===== config.mk =====
export PLATFORM = sky130hd
export DESIGN_NAME = fw_param_response_version_parser
export DESIGN_NICKNAME = d
export VERILOG_FILES = /design/src/fwpr_pkg.sv /design/src/fw_param_response_version_parser.sv
export SDC_FILE = /design/constraint.sdc
export NUM_CORES = 1
export LEC_CHECK = 0
export ABC_CLOCK_PERIOD_IN_PS = 10820
export BUFFER_PORTS_ARGS = -buffer_cell sky130_fd_sc_hd__buf_2
export CORE_ASPECT_RATIO = 0.8
export CORE_MARGIN = 2
export CORE_UTILIZATION = 51
export CTS_CLUSTER_DIAMETER = 200
export DETAILED_ROUTE_END_ITERATION = 16
export GPL_ROUTABILITY_DRIVEN = 0
export PLACE_DENSITY = 0.75
export SYNTH_ARGS = -nofsm -noshare
export SYNTH_HDL_FRONTEND = slang
export SYNTH_SLANG_ARGS = --single-unit

===== constraint.sdc =====
create_clock -name clk -period 10.82 [get_ports clk]
set_input_delay 1.082 -clock clk [delete_from_list [all_inputs] [get_ports clk]]
set_output_delay 1.082 -clock clk [all_outputs]
set_load 0.1 [all_outputs]

===== src/fwpr_pkg.sv =====
// ----------------------------------------------------------------------------
// fwpr_pkg: shared constants for the firmware-parameters response parser
// Header and entry layout positions, status codes and register defaults.
// ----------------------------------------------------------------------------
`default_nettype none

package fwpr_pkg;

    // Header layout (byte positions inside the 11-byte header)
    localparam logic [3:0] HDR_CC_POS     = 4'd0;
    localparam logic [3:0] HDR_COUNT_LO   = 4'd5;
    localparam logic [3:0] HDR_COUNT_HI   = 4'd6;
    localparam logic [3:0] HDR_LEN_A_POS  = 4'd8;
    localparam logic [3:0] HDR_LEN_B_POS  = 4'd10;
    localparam logic [3:0] HDR_LAST_POS   = 4'd10;

    // Component entry layout
    localparam logic [9:0] ENT_CLASS_LO   = 10'd0;
    localparam logic [9:0] ENT_CLASS_HI   = 10'd1;
    localparam logic [9:0] ENT_ACTIVE_LEN = 10'd10;
    localparam logic [9:0] ENT_PEND_LEN   = 10'd24;
    localparam logic [9:0] ENT_FIXED      = 10'd39;

    // Status codes
    typedef enum logic [2:0] {
        ST_OK            = 3'd0,
        ST_TOO_SHORT     = 3'd1,
        ST_BAD_COMPLETE  = 3'd2,
        ST_NO_COMPONENTS = 3'd3,
        ST_TRUNCATED     = 3'd4,
        ST_NOT_FOUND     = 3'd5
    } status_t;

    localparam logic [15:0] TARGET_CLASS_RESET = 16'd10;

endpackage

`default_nettype wire


===== src/fw_param_response_version_parser.sv =====
// ----------------------------------------------------------------------------
// fw_param_response_version_parser
// Parses a firmware-parameters response byte stream and passes out the
// active version string of the first component of the selected class whose string is not empty.
// ----------------------------------------------------------------------------
//  channel  | dir | handshake                   | payload
//  ---------+-----+-----------------------------+--------------------------------
//  s_axis   | in  | s_axis_tvalid/s_axis_tready | tdata: data_byte, tlast: last
//  m_axis   | out | m_axis_tvalid/m_axis_tready | tdata: version_char, status
//           |     |                             | tuser: char_valid, done_res
//  cfg      | in  | cfg_valid/cfg_ready         | cfg_data: target_class
//
// One byte per cycle: each request is parsed in the cycle it is accepted and
// its result, if any, lands in the output register on the next edge.
// Throughput is set by the single output register: a request is taken while
// the register is empty or being drained by the sink.
// Reset returns the parser to the header phase and target_class to 10.
// The parser state also returns to the header phase after every last byte.
// ----------------------------------------------------------------------------
`default_nettype none

module fw_param_response_version_parser
    import fwpr_pkg::*;
(
    input  wire logic        clk,
    input  wire logic        rst_n,

    input  wire logic        s_axis_tvalid,
    output logic             s_axis_tready,
    input  wire logic [7:0]  s_axis_tdata,   // [7:0] data_byte
    input  wire logic        s_axis_tlast,   // last

    output logic             m_axis_tvalid,
    input  wire logic        m_axis_tready,
    output logic [15:0]      m_axis_tdata,   // [7:0] version_char, [10:8] status, rest 0
    output logic [1:0]       m_axis_tuser,   // [0] char_valid, [1] done_res

    input  wire logic        cfg_valid,
    output logic             cfg_ready,
    input  wire logic [15:0] cfg_data        // target_class
);

    typedef enum logic [1:0] {
        PH_HEADER,
        PH_SKIP,
        PH_ENTRY,
        PH_DONE
    } phase_t;

    phase_t      phase_reg, phase_next;
    logic [3:0]  header_index_reg, header_index_next;
    logic        completion_bad_reg, completion_bad_next;
    logic [15:0] components_left_reg, components_left_next;
    logic [8:0]  skip_left_reg, skip_left_next;
    logic [9:0]  entry_position_reg, entry_position_next;
    logic [7:0]  active_length_reg, active_length_next;
    logic [7:0]  pending_length_reg, pending_length_next;
    logic [7:0]  class_low_byte_reg, class_low_byte_next;
    logic        entry_matches_reg, entry_matches_next;
    logic [15:0] target_class_reg;

    logic        out_valid_reg;
    logic [7:0]  out_char_reg;
    status_t     out_status_reg;
    logic        out_cv_reg;
    logic        out_done_reg;

    logic        s_fire;
    logic        have;
    logic        cv;
    logic        done;
    status_t     st;
    logic [9:0]  end_pos;
    logic [9:0]  active_end;
    logic [7:0]  active_eff;
    logic [7:0]  pending_eff;
    logic [8:0]  skip_dec;

    assign s_axis_tready = !out_valid_reg || m_axis_tready;
    assign s_fire        = s_axis_tvalid && s_axis_tready;
    assign cfg_ready     = 1'b1;

    assign active_eff  = (entry_position_reg == ENT_ACTIVE_LEN) ? s_axis_tdata
                                                                : active_length_reg;
    assign pending_eff = (entry_position_reg == ENT_PEND_LEN) ? s_axis_tdata
                                                              : pending_length_reg;
    assign active_end  = ENT_FIXED + {2'd0, active_eff};
    assign end_pos     = ENT_FIXED - 10'd1 + {2'd0, active_eff} + {2'd0, pending_eff};
    assign skip_dec    = skip_left_reg - 9'd1;

    always_comb
    begin
        phase_next           = phase_reg;
        header_index_next    = header_index_reg;
        completion_bad_next  = completion_bad_reg;
        components_left_next = components_left_reg;
        skip_left_next       = skip_left_reg;
        entry_position_next  = entry_position_reg;
        active_length_next   = active_length_reg;
        pending_length_next  = pending_length_reg;
        class_low_byte_next  = class_low_byte_reg;
        entry_matches_next   = entry_matches_reg;
        have = 1'b0;
        cv   = 1'b0;
        done = 1'b0;
        st   = ST_OK;

        case (phase_reg)
            PH_HEADER:
            begin
                if (header_index_reg == HDR_CC_POS)
                    completion_bad_next = (s_axis_tdata != 8'd0);
                else if (header_index_reg == HDR_COUNT_LO)
                    components_left_next = {8'd0, s_axis_tdata};
                else if (header_index_reg == HDR_COUNT_HI)
                    components_left_next = {s_axis_tdata, components_left_reg[7:0]};
                else if (header_index_reg == HDR_LEN_A_POS)
                    skip_left_next = {1'b0, s_axis_tdata};
                else if (header_index_reg == HDR_LEN_B_POS)
                    skip_left_next = skip_left_reg + {1'b0, s_axis_tdata};

                if (header_index_reg >= HDR_LAST_POS)
                begin
                    if (completion_bad_reg)
                    begin
                        done = 1'b1;
                        st   = ST_BAD_COMPLETE;
                    end
                    else if (components_left_next == 16'd0)
                    begin
                        done = 1'b1;
                        st   = ST_NO_COMPONENTS;
                    end
                    else
                    begin
                        phase_next          = (skip_left_next != 9'd0) ? PH_SKIP : PH_ENTRY;
                        entry_position_next = '0;
                        entry_matches_next  = 1'b0;
                    end
                end
                else
                begin
                    header_index_next = header_index_reg + 4'd1;
                end
            end
            PH_SKIP:
            begin
                skip_left_next = skip_dec;
                if (skip_dec == 9'd0)
                begin
                    phase_next          = PH_ENTRY;
                    entry_position_next = '0;
                    entry_matches_next  = 1'b0;
                end
            end
            PH_ENTRY:
            begin
                if (entry_position_reg == ENT_CLASS_LO)
                    class_low_byte_next = s_axis_tdata;
                else if (entry_position_reg == ENT_CLASS_HI)
                    entry_matches_next = ({s_axis_tdata, class_low_byte_reg} == target_class_reg);
                else if (entry_position_reg == ENT_ACTIVE_LEN)
                    active_length_next = s_axis_tdata;
                else if (entry_position_reg == ENT_PEND_LEN)
                    pending_length_next = s_axis_tdata;

                // pass active string characters of the matching entry
                if (entry_matches_reg && entry_position_reg >= ENT_FIXED
                    && entry_position_reg < active_end)
                begin
                    cv   = 1'b1;
                    have = 1'b1;
                end

                if (entry_position_reg == end_pos)
                begin
                    if (entry_matches_reg && active_eff != 8'd0)
                    begin
                        done = 1'b1;
                        st   = ST_OK;
                    end
                    else
                    begin
                        components_left_next = components_left_reg - 16'd1;
                        if (components_left_next == 16'd0)
                        begin
                            done = 1'b1;
                            st   = ST_NOT_FOUND;
                        end
                        else
                        begin
                            entry_position_next = '0;
                            entry_matches_next  = 1'b0;
                        end
                    end
                end
                else
                begin
                    entry_position_next = entry_position_reg + 10'd1;
                end
            end
            default:
            begin
                // status already given: drop bytes until the last mark
            end
        endcase

        if (done)
        begin
            phase_next = PH_DONE;
            have       = 1'b1;
        end

        if (s_axis_tlast)
        begin
            if (phase_next != PH_DONE)
            begin
                done = 1'b1;
                st   = (phase_next == PH_HEADER) ? ST_TOO_SHORT : ST_TRUNCATED;
                have = 1'b1;
            end
            phase_next           = PH_HEADER;
            header_index_next    = '0;
            completion_bad_next  = 1'b0;
            components_left_next = '0;
            skip_left_next       = '0;
            entry_position_next  = '0;
            active_length_next   = '0;
            pending_length_next  = '0;
            class_low_byte_next  = '0;
            entry_matches_next   = 1'b0;
        end
    end

    always_ff @(posedge clk or negedge rst_n)
    begin
        if (!rst_n)
        begin
            phase_reg           <= PH_HEADER;
            header_index_reg    <= '0;
            completion_bad_reg  <= 1'b0;
            components_left_reg <= '0;
            skip_left_reg       <= '0;
            entry_position_reg  <= '0;
            active_length_reg   <= '0;
            pending_length_reg  <= '0;
            class_low_byte_reg  <= '0;
            entry_matches_reg   <= 1'b0;
            target_class_reg    <= TARGET_CLASS_RESET;
            out_valid_reg       <= 1'b0;
        end
        else
        begin
            if (cfg_valid && cfg_ready)
                target_class_reg <= cfg_data;

            if (s_fire)
            begin
                phase_reg           <= phase_next;
                header_index_reg    <= header_index_next;
                completion_bad_reg  <= completion_bad_next;
                components_left_reg <= components_left_next;
                skip_left_reg       <= skip_left_next;
                entry_position_reg  <= entry_position_next;
                active_length_reg   <= active_length_next;
                pending_length_reg  <= pending_length_next;
                class_low_byte_reg  <= class_low_byte_next;
                entry_matches_reg   <= entry_matches_next;
            end

            if (s_fire && have)
                out_valid_reg <= 1'b1;
            else if (m_axis_tready)
                out_valid_reg <= 1'b0;
        end
    end

    // result payload: loaded only with a request that produces a result
    always_ff @(posedge clk)
    begin
        if (s_fire && have)
        begin
            out_cv_reg     <= cv;
            out_char_reg   <= cv ? s_axis_tdata : 8'd0;
            out_done_reg   <= done;
            out_status_reg <= done ? st : ST_OK;
        end
    end

    assign m_axis_tvalid = out_valid_reg;
    assign m_axis_tdata  = {5'd0, out_status_reg, out_char_reg};
    assign m_axis_tuser  = {out_done_reg, out_cv_reg};

    // a result always carries a character, a status or both
    assert property (@(posedge clk) disable iff (!rst_n)
        m_axis_tvalid |-> (m_axis_tuser[0] || m_axis_tuser[1]))
        else $error("result with neither character nor status");

    // status field is zero unless the status is final
    assert property (@(posedge clk) disable iff (!rst_n)
        (m_axis_tvalid && !m_axis_tuser[1]) |-> (m_axis_tdata[10:8] == 3'd0))
        else $error("status set without done");

    // a last byte always returns the parser to the start of a header
    assert property (@(posedge clk) disable iff (!rst_n)
        (s_fire && s_axis_tlast) |=> (phase_reg == PH_HEADER && header_index_reg == 4'd0))
        else $error("parser not cleared after last byte");

    // after a status, bytes without a last mark give no result
    assert property (@(posedge clk) disable iff (!rst_n)
        (s_fire && phase_reg == PH_DONE && !s_axis_tlast && m_axis_tready)
        |=> !m_axis_tvalid)
        else $error("result produced after status was given");

endmodule

`default_nettype wire

; ---- Word-level counts from Yosys, hierarchy flattened
; Index checks and enable logic that the tools add are counted.
[totals]
inputBits = 30
n_memories = 0
wordCells = 175
reg_bits = 97
romBits = 0
ramBits = 0
latchBits = 0
[op_classes]
n_reduce_logical = 34
n_mul = 0
shifts = 0
n_addsub = 8
n_lt_le_gt_ge = 3
n_eq_ne = 24
div_mod_pow = 0
muxes = 90
bitwise = 0
[op_table]
columns = op, count
row1 = two-way mux 16 bit, 7
row2 = two-way mux 8 bit, 14
row3 = two-way mux 10 bit, 8
row4 = two-way mux 9 bit, 7
row5 = logical NOT 16 bit, 2
row6 = case mux 16 bit (2 select lines), 1
row7 = case mux 10 bit (3 select lines), 1
row8 = two-way mux 1 bit, 28
row9 = two-way mux 2 bit, 10
row10 = adder 6 x 8 -> 9 bit (first input constant), 2
row11 = two-way mux 3 bit, 6
row12 = inequality test 3 bit (second input constant), 6
row13 = case mux 9 bit (2 select lines), 1
row14 = equality test 16 bit, 1
row15 = nonzero test 8 bit, 2
row16 = subtractor 16 x 1 -> 16 bit (second input constant), 1
row17 = two-way mux 4 bit, 3
row18 = adder 10 x 1 -> 10 bit (second input constant), 1
row19 = adder 9 x 8 -> 10 bit, 1
row20 = equality test 10 x 1 -> 1 bit (second input constant), 1
row21 = equality test 10 bit, 1
row22 = equality test 10 x 4 -> 1 bit (second input constant), 1
row23 = equality test 10 x 5 -> 1 bit (second input constant), 1
row24 = greater-or-equal comparator 10 x 6 -> 1 bit (second input constant), 1
row25 = other kinds (32), 52

; ---- Depth between registers and ports, before layout
; Gate-level depths: netlist (run 1).
[logic_depth]
depth_word = 19
ltp_mapped = 20

; ---- Least setup slack after synthesis (run 1)
; OpenSTA, ideal clock, no wires.
[synth_timing]
path_kind = reg2reg
startpoint = register entry_position_reg[6]
endpoint = register out_char_reg[0] (enable)
synth_period_minus_slack_ns = 5.382
path_stages_with_launch = 17
n_path_buf = 2
required_ns = 10.455
setup_slack_ns = 5.438
arrival_time_ns = 5.017
cell_sequence = dfrtp_1 > or4_4 > or4_1 > buf_2 > clkbuf_1 > mux2i_1 > inv_1 > ha_1 > ha_1 > xnor2_1 > nor3_1 > a2111oi_0 > o211ai_1 > nor3_1 > nand2_1 > o21ai_1 > o31a_1
[synth_via]
elab_chain_len = 12
elab_cells_between_ends = 25
[synth_lines]
columns = item, line
row1 = "start, declared", fw_param_response_version_parser.sv:55  ; logic [9:0] entry_position_reg, entry_position_next;
row2 = "start signal, assigned", fw_param_response_version_parser.sv:264  ; entry_position_reg <= entry_position_next;
row3 = equality test 10 x 4 -> 1 bit, fw_param_response_version_parser.sv:83  ; assign active_eff = (entry_position_reg == ENT_ACTIVE_LEN) ? s_axis_tdata
row4 = two-way mux 8 bit, -
row5 = adder 6 x 8 -> 9 bit / nonzero test 8 bit (equally long branches), "fw_param_response_version_parser.sv:88, fw_param_response_version_parser.sv:177"
row6 = adder 9 x 8 -> 10 bit / logical AND 1 bit (equally long branches), "fw_param_response_version_parser.sv:88, fw_param_response_version_parser.sv:177"
row7 = equality test 10 bit / two-way mux 1 bit (equally long branches), "fw_param_response_version_parser.sv:175, fw_param_response_version_parser.sv:177"
row8 = two-way mux 1 bit, fw_param_response_version_parser.sv:175  ; if (entry_position_reg == end_pos)
row9 = case mux 1 bit (2 select lines), fw_param_response_version_parser.sv:108  ; case (phase_reg)
row10 = two-way mux 2 bit, fw_param_response_version_parser.sv:208  ; if (done)
row11 = inequality test 2 bit, fw_param_response_version_parser.sv:216  ; if (phase_next != PH_DONE)
row12 = two-way mux 1 bit, fw_param_response_version_parser.sv:216
row13 = two-way mux 1 bit (*), fw_param_response_version_parser.sv:214  ; if (s_axis_tlast)
row14 = logical AND 1 bit (*), fw_param_response_version_parser.sv:281  ; if (s_fire && have)
row15 = "end signal, assigned", fw_param_response_version_parser.sv:284  ; out_char_reg <= cv ? s_axis_tdata : 8'd0;
row16 = "end, declared", fw_param_response_version_parser.sv:63  ; logic [7:0] out_char_reg;
; Mark *: on every way between the ends. The rest lies on a longest branch, timed or not.
; A chain may end at the register's enable or synchronous reset.

; ---- Final worst setup path (run 1)
[layout_timing]
startpoint = register entry_position_reg[6]
endpoint = register out_char_reg[6] (enable)
; Same word-level chain as after synthesis.

==> summary.txt, run 1 <==
Synthesis
  • Library cells used by synthesis: 84
  • Avg Cell Area, Syn: 8.76 sq um
  • Mapped Area: 7580 sq um
  • Synth top cells by count: 82 x dfrtp_1, 73 x nand2_1, 53 x nor2_1
  • Prevailing post-synth register cell: dfrtp_1
  • Ys async rst share: 86.6%
  • Most common cell in the netlist: dfrtp_1
  • Synth top area cells: dfrtp_1 27%, ha_1 6.9%, edfxtp_1 5.2%
  • Post-synth EDFFs: 13
  • Post-Synthesis Cells: 865
  • Register area share after synthesis: 32.9%
  • Top-area cell type share of the netlist area: 27.1%
  • Largest area contributor in the netlist: dfrtp_1
  • Yosys warnings: 0
  • FF+latch count, synth: 97

Global routing
  • Total gr overflow: 0
  • Vias in the first global route: 6655
  • Initial antenna violation count: 0
  • Pin count of the biggest net entering global routing: 68
  • First-pass GRT wire length: 35100 microns
  • Total global-route track usage: 27.9%

Critical path
  • CP Launch Type: flop
  • R2R Path End: out_char_reg[6]$_SDFFCE_PN0P_
  • CP max stage delay: 0.83 ns
  • Critical path capture point type: flop
  • R2R Path Start: entry_position_reg[6]$_DFFE_PN0P_
  • Worst-case reg-to-reg path depth: 16
  • Endpoint arrival time on the critical path: 6.31 ns
  • Data required, critical path: 10.82 ns
  • Kind of critical path: reg -> reg
  • End point of the critical path: out_char_reg[6]$_SDFFCE_PN0P_
  • Flop2flop setup slack: 4.51 ns
  • Max FO, Critical Path: 19
  • Cell breakdown of the critical path: or4_4, or4_1, mux2i_1, ha_1, inv_1, ha_1, inv_1, fa_1, nand2b_1, a21oi_1, xor2_1, mux2_2, nor3_1, nand2_1, o21ai_1, o31a_1
  • Crit. Startpoint: entry_position_reg[6]$_DFFE_PN0P_
  • Slowest CP cell: or4_1

Detailed routing
  • DR vias: 6909
  • DRT iter0 DRCs: 713
  • DR WL/cell: 20.0 microns
  • Final ANT Viol Nets: 0
  • Routed WL: 21200 microns
  • Initial DRT Pass Iterations: 7
  • Vias per cell: 6.52
  • DR DRC count: 0

Floorplan
  • Initial Util: 52.6%
  • Die Wd: 140 microns
  • IO Count: 51
  • Die height: 113 microns
  • Core footprint: 14400 sq um
  • Die area: 15900 sq um
  • Num rows: 39

STA
  • Max Slew Vio Count: 0
  • Shortest period the worst path allows: 6.31 ns
  • Max Fclk: 0.159 GHz
  • Worst-Margin Slew: 0.881 ns
  • Setup Viol. Count Final: 0
  • Worst hold margin: 0.491 ns
  • Setup TNS: 0 ns
  • Final clock skew: 0.00605 ns
  • RSZ-0062 raised after global routing: false
  • Fin. Hold Viols: 0
  • Relative slew margins: 41.3%
  • Final Cycle Share: 58.3%

Power and ir drop
  • Leakage power: 3.68 nW
  • Pwr/cell area: 168 nW/um^2
  • Peak supply drop: 0.000115 V

Clock network
  • CTS sink cnt: 97
  • Root Buffer: clkbuf_16
  • H-tree levels: 3
  • Clk Latency, worst-skew pair: 0.37 ns
  • Clk buf depth: 2
  • Post-CTS setup buffers: 0
  • CTS Hold Bufs: 0
  • Num CTS Buffers: 9
  • CTS tree: done
  • Cts repair resizes: 0
  • Worst-path clk slew: 0.07 ns

Min path
  • Hold Path Class: reg -> reg
  • WHS Path Cells: 2

Run status
  • Status: complete, no violations

Flow run
  • Max-cap viol count: 0

Final layout
  • Inserted Diodes: 0
  • Final cell count without fillers: 1060
  • Nets@finish: 945
  • Ratio of cells with drive above 1 in the final layout: 12.9%
  • Area Overhead vs Synth: 7.33%

Placement
  • DPL Wire Length: 15000 microns
  • Placed cells: 1044
  • Port buffer count: 44
-- cells in the final DEF (no fill, tap or decap), types with 11 or more instances in the layout --
cell	instances
a21oi_1	37
a22o_1	17
and2_1	13
buf_2	43
dfrtp_1	82
edfxtp_1	13
ha_1	42
inv_1	41
mux2_2	20
mux2i_1	11
nand2_1	73
nand2b_1	11
nand3_1	24
nor2_1	53
nor2b_1	11
nor3_1	35
nor4_1	11
o211ai_1	16
o21ai_0	49
o31ai_1	13
or3_1	13
xnor2_1	14
xor2_1	27
-- logic make-up (layout without fill, tap and decap cells) --
logic type	count (synthesis)	in the layout	synth area share, %
muxes	32	32	4.62
xor gates and xnor gates	41	41	4.74
DFF	97	97	32.9
buffers and inverters	100	107	5.66
and+or+nand+nor	302	302	21.0
other	2	6	0.0991
adders and majority gates	44	44	7.46
AOI/OAI and AO/OA	247	247	23.5
-- cell type report --
cell class,instances,area [sq um]
Tap cell,184,230
Clock buffer,11,254
Multi-Input combinational cell,672,4670
Clock inverter,5,63.8
Sequential cell,97,2490
Timing Repair Buffer,50,268
Fill cell,1288,6260
Inverter,41,154
-- power breakdown --
group          internal [W]  switching (W)
clock network      0.000195       0.000152
logic              0.000203       0.000334
registers          0.000414      0.0000704
total              0.000812       0.000556
-- per-stage QoR --
step / power, W / area [sq um] / worst slack (ns) / util, %
after floorplan: 0.000884 / 7590 / 5.44 / -
after global placement: 0.00100 / 7820 / 4.79 / 54.3
after detailed placement: 0.00101 / 7820 / 4.64 / 54.3
after CTS: 0.00136 / 8130 / 4.58 / 56.5
after global routing: 0.00144 / 8130 / 4.07 / 56.5
final: 0.00137 / 8130 / 4.51 / 56.5
-- how the worst min path moves through the flow --
stage | start | to | slack (ns)
floorplan | active_length_reg[1]$_DFFE_PN0P_ | active_length_reg[1]$_DFFE_PN0P_ | 0.45
global placement | pending_length_reg[1]$_DFFE_PN0P_ | pending_length_reg[1]$_DFFE_PN0P_ | 0.47
detailed placement | pending_length_reg[7]$_DFFE_PN0P_ | pending_length_reg[7]$_DFFE_PN0P_ | 0.48
CTS | pending_length_reg[7]$_DFFE_PN0P_ | pending_length_reg[7]$_DFFE_PN0P_ | 0.49
global route | pending_length_reg[0]$_DFFE_PN0P_ | pending_length_reg[0]$_DFFE_PN0P_ | 0.53
finish | active_length_reg[1]$_DFFE_PN0P_ | active_length_reg[1]$_DFFE_PN0P_ | 0.49
-- critical path, delay by kind of cell (launching register included) --
family | cells | cell delay, ns
simple gates | 5 | 2.34
compound gates | 3 | 1.12
fa+ha+maj | 3 | 0.85
mux | 2 | 0.82
flops | 1 | 0.48
xor+xnor | 1 | 0.19
buf+inv | 2 | 0.12
-- routing by layer --
layer	vias to the layer above	track usage [%]	wire [microns]
met5	-	0	0
met4	0	9.09	494
met3	49	6.43	2050
met2	330	40.6	8830
met1	3298	41.0	9810
li1	3232	-	-
(Power assumes the default switching activity.)
==> inputs of run 2 (changes only) <==
- ABC_AREA: default -> 1
- ABC_CLOCK_PERIOD_IN_PS: 10820 -> 5650
- PLACE_DENSITY: 0.75 -> 0.78
- clock period: 10.82 -> 5.65 ns (I/O delays scaled with it)
==> run 2 against run 1 <==
  * Non-clock buffer count fell by 4
  * Register-to-register slack worse by 3.7 ns
  * Count of clock-buffer cells in the layout shrank 2
  * Core utilization is 0.99 points lower
  * Largest cell class unchanged
  * Largest power group unchanged
==> summary.txt, run 2 <==
Synthesis
  • Avg Cell Area, Syn: 7.05 sq um
  • Synth top cells by count: 256 x nand2_1, 144 x inv_1, 121 x nand3_1
  • Post-synth EDFFs: 13
  • FF+latch count, synth: 97
  • Synth top area cells: dfrtp_1 27%, nand2_1 12%, nand3_1 7.8%
  • Top-area cell type share of the netlist area: 26.6%
  • Ys async rst share: 86.6%
  • Most common cell in the netlist: nand2_1
  • Post-Synthesis Cells: 1095
  • Yosys warnings: 0
  • Register area share after synthesis: 32.3%
  • Mapped Area: 7720 sq um
  • Largest area contributor in the netlist: dfrtp_1
  • Library cells used by synthesis: 51
  • Prevailing post-synth register cell: dfrtp_1

Power and ir drop
  • Sequential fraction of design power: 34.8%
  • Pwr/cell area: 301 nW/um^2
  • Clk pwr share: 24.6%
  • Leakage power: 4.25 nW
  • Comb power frac: 40.6%
  • Internal: 0.00141 W
  • Peak supply drop: 0.000154 V
  • Switching share of total power: 43.5%
  • Psw: 0.00108 W

Critical path
  • Critical path capture point type: flop
  • Max FO, Critical Path: 13
  • CP top delay family: simple AND/OR/NAND/NOR gates
  • Most used cell, CP: nand3_1
  • Slowest CP cell: dfrtp_1
  • CP Launch Type: flop
  • Endpoint arrival time on the critical path: 4.87 ns
  • Buffer and inverter count on the worst path: 6
  • Data required, critical path: 5.65 ns
  • CP max stage delay: 0.47 ns
  • Kind of critical path: reg -> reg

Final layout
  • Most frequent cells in the layout: 256 x nand2_1, 144 x inv_1, 121 x nand3_1, 98 x nor2_1, 82 x dfrtp_1
  • Commonest non-fill, non-tap cell in the layout: nand2_1
  • Nets@finish: 1193
  • Final core occ: 55.5%
  • Inserted Diodes: 0
  • Area Overhead vs Synth: 7.21%
  • Ratio of cells with drive above 1 in the final layout: 10.9%

Global routing
  • First-pass GRT wire length: 34600 microns
  • Initial antenna violation count: 1
  • Vias in the first global route: 6903
  • Total global-route track usage: 27.2%
  • Pin count of the biggest net entering global routing: 72
  • Total gr overflow: 0

STA
  • Worst-Margin Slew: 0.962 ns
  • Setup Viol. Count Final: 0
  • Shortest period the worst path allows: 4.86 ns
  • Max Fclk: 0.206 GHz
  • Relative slew margins: 35.4%
  • Final Cycle Share: 86.1%
  • Max Slew Vio Count: 0
  • RSZ-0062 raised after global routing: false
  • Fin. Hold Viols: 0
  • Setup TNS: 0 ns
  • Final clock skew: 0.00748 ns

Clock network
  • Cts repair resizes: 0
  • Post-CTS setup buffers: 0
  • Root Buffer: clkbuf_16
  • CTS tree: done
  • Worst-path clk slew: 0.07 ns
  • Clk buf depth: 2
  • H-tree levels: 3
  • CTS sink cnt: 97
  • Clk Latency, worst-skew pair: 0.36 ns
  • CTS Hold Bufs: 0
  • Num CTS Buffers: 9

Min path
  • Hold Path Class: in -> async

Floorplan
  • IO Count: 51
  • Num rows: 40
  • Die height: 114 microns
  • Die area: 16200 sq um
  • Initial Util: 51.8%
  • Die Wd: 142 microns
  • Core footprint: 14900 sq um

Detailed routing
  • DR DRC count: 0
  • DRT iter0 DRCs: 758
  • DR vias: 7453
  • Vias per cell: 5.68
  • Routed WL: 21000 microns
  • DR WL/cell: 16.0 microns
  • Final ANT Viol Nets: 0
  • Initial DRT Pass Iterations: 7

Placement
  • DPL Wire Length: 15600 microns
  • Port buffer count: 44

Run status
  • Status: complete, no violations

Flow run
  • Max-cap viol count: 0
## run 2: cell types whose count changed in the layout (fill, tap and decap cells not counted), moves of 15 or more
cell      before  now
o21ai_1        2   29
nand2_1       73  256
nor2_1        53   98
inv_1         41  144
nand3_1       24  121
o22ai_1        8   24
nor3_1        35   10
o211ai_1      16    1
a22o_1        17    0
nand4_1        9   35
## run 2: power by group through the flow
stage	combinational (W)	clock [W]	sequential, W
after floorplan	0.000764	0	0.000880
after global placement	0.000970	0	0.000877
after detailed placement	0.000983	0	0.000879
after CTS	0.000989	0.000622	0.000865
after global routing	0.00114	0.000644	0.000878
final	0.00101	0.000612	0.000868
## run 2: cell type report
| cell class | count | area [sq um] |
|---|---|---|
| multi-input cells | 811 | 4440 |
| repair buffers | 46 | 238 |
| fillers | 1432 | 6630 |
| clock buffers | 9 | 225 |
| clock inverters | 7 | 66.3 |
| inverters | 154 | 578 |
| flip-flops and latches | 97 | 2490 |
| well taps | 189 | 236 |
## run 2: worst reg2reg max path, delay by kind of cell (launching register included)
family / cells / cell delay [ns]
DFF: 1 / 0.47
buffers and inverters: 6 / 0.82
and+or+nand+nor: 15 / 1.70
adders and majority gates: 4 / 1.14
AOI/OAI and AO/OA: 1 / 0.40
## run 2: per-layer routing
| metal | track usage (%) | part of all wire, % |
|---|---|---|
| met4 | 6.27 | 1.5 |
| met2 | 41.1 | 43 |
| met5 | 0 | 0 |
| met1 | 39.4 | 46 |
| met3 | 7.11 | 8.9 |
## run 2: cell families (layout without fill, tap and decap cells)
| group | Yosys count | after routing | synth area share (%) |
|---|---|---|---|
| fa+ha+maj | 44 | 44 | 7.32 |
| mux | 15 | 15 | 2.17 |
| flops | 97 | 97 | 32.3 |
| compound gates | 154 | 154 | 11.4 |
| other cells | 2 | 6 | 0.0972 |
| xor+xnor | 35 | 35 | 3.97 |
| buf+inv | 191 | 216 | 10.4 |
| simple gates | 557 | 557 | 32.4 |
## run 2: stage by stage
stage | instances | power, W | area [sq um] | setup slack, ns | hold WS, ns
3_3_place_gp | 1297 | 0.00185 | 7990 | 1.09 | 0.432
6_report | 1313 | 0.00249 | 8280 | 0.788 | 0.0441
3_5_place_dp | 1297 | 0.00186 | 7990 | 0.833 | 0.434
4_1_cts | 1313 | 0.00248 | 8280 | 0.793 | 0.0459
2_1_floorplan | 1099 | 0.00164 | 7740 | 1.64 | 0.269
5_1_grt | 1313 | 0.00267 | 8280 | 0.299 | 0.0517
## run 2: final timing paths
path,cells past startpoint,to,slack (ns),from
setup / recovery,26,out_char_reg[6]$_SDFFCE_PN0P_,0.79,entry_position_reg[0]$_DFFE_PN0P_
hold / removal,1,entry_position_reg[5]$_DFFE_PN0P_,0.04,rst_n
setup reg to reg,26,out_char_reg[6]$_SDFFCE_PN0P_,0.79,entry_position_reg[0]$_DFFE_PN0P_
hold reg to reg,2,active_length_reg[2]$_DFFE_PN0P_,0.51,active_length_reg[2]$_DFFE_PN0P_
max in group asynchronous,2,header_index_reg[2]$_DFFE_PN0P_,4.43,rst_n
min in group clk,3,target_class_reg[3]$_DFFE_PN1P_,0.42,cfg_data[3]
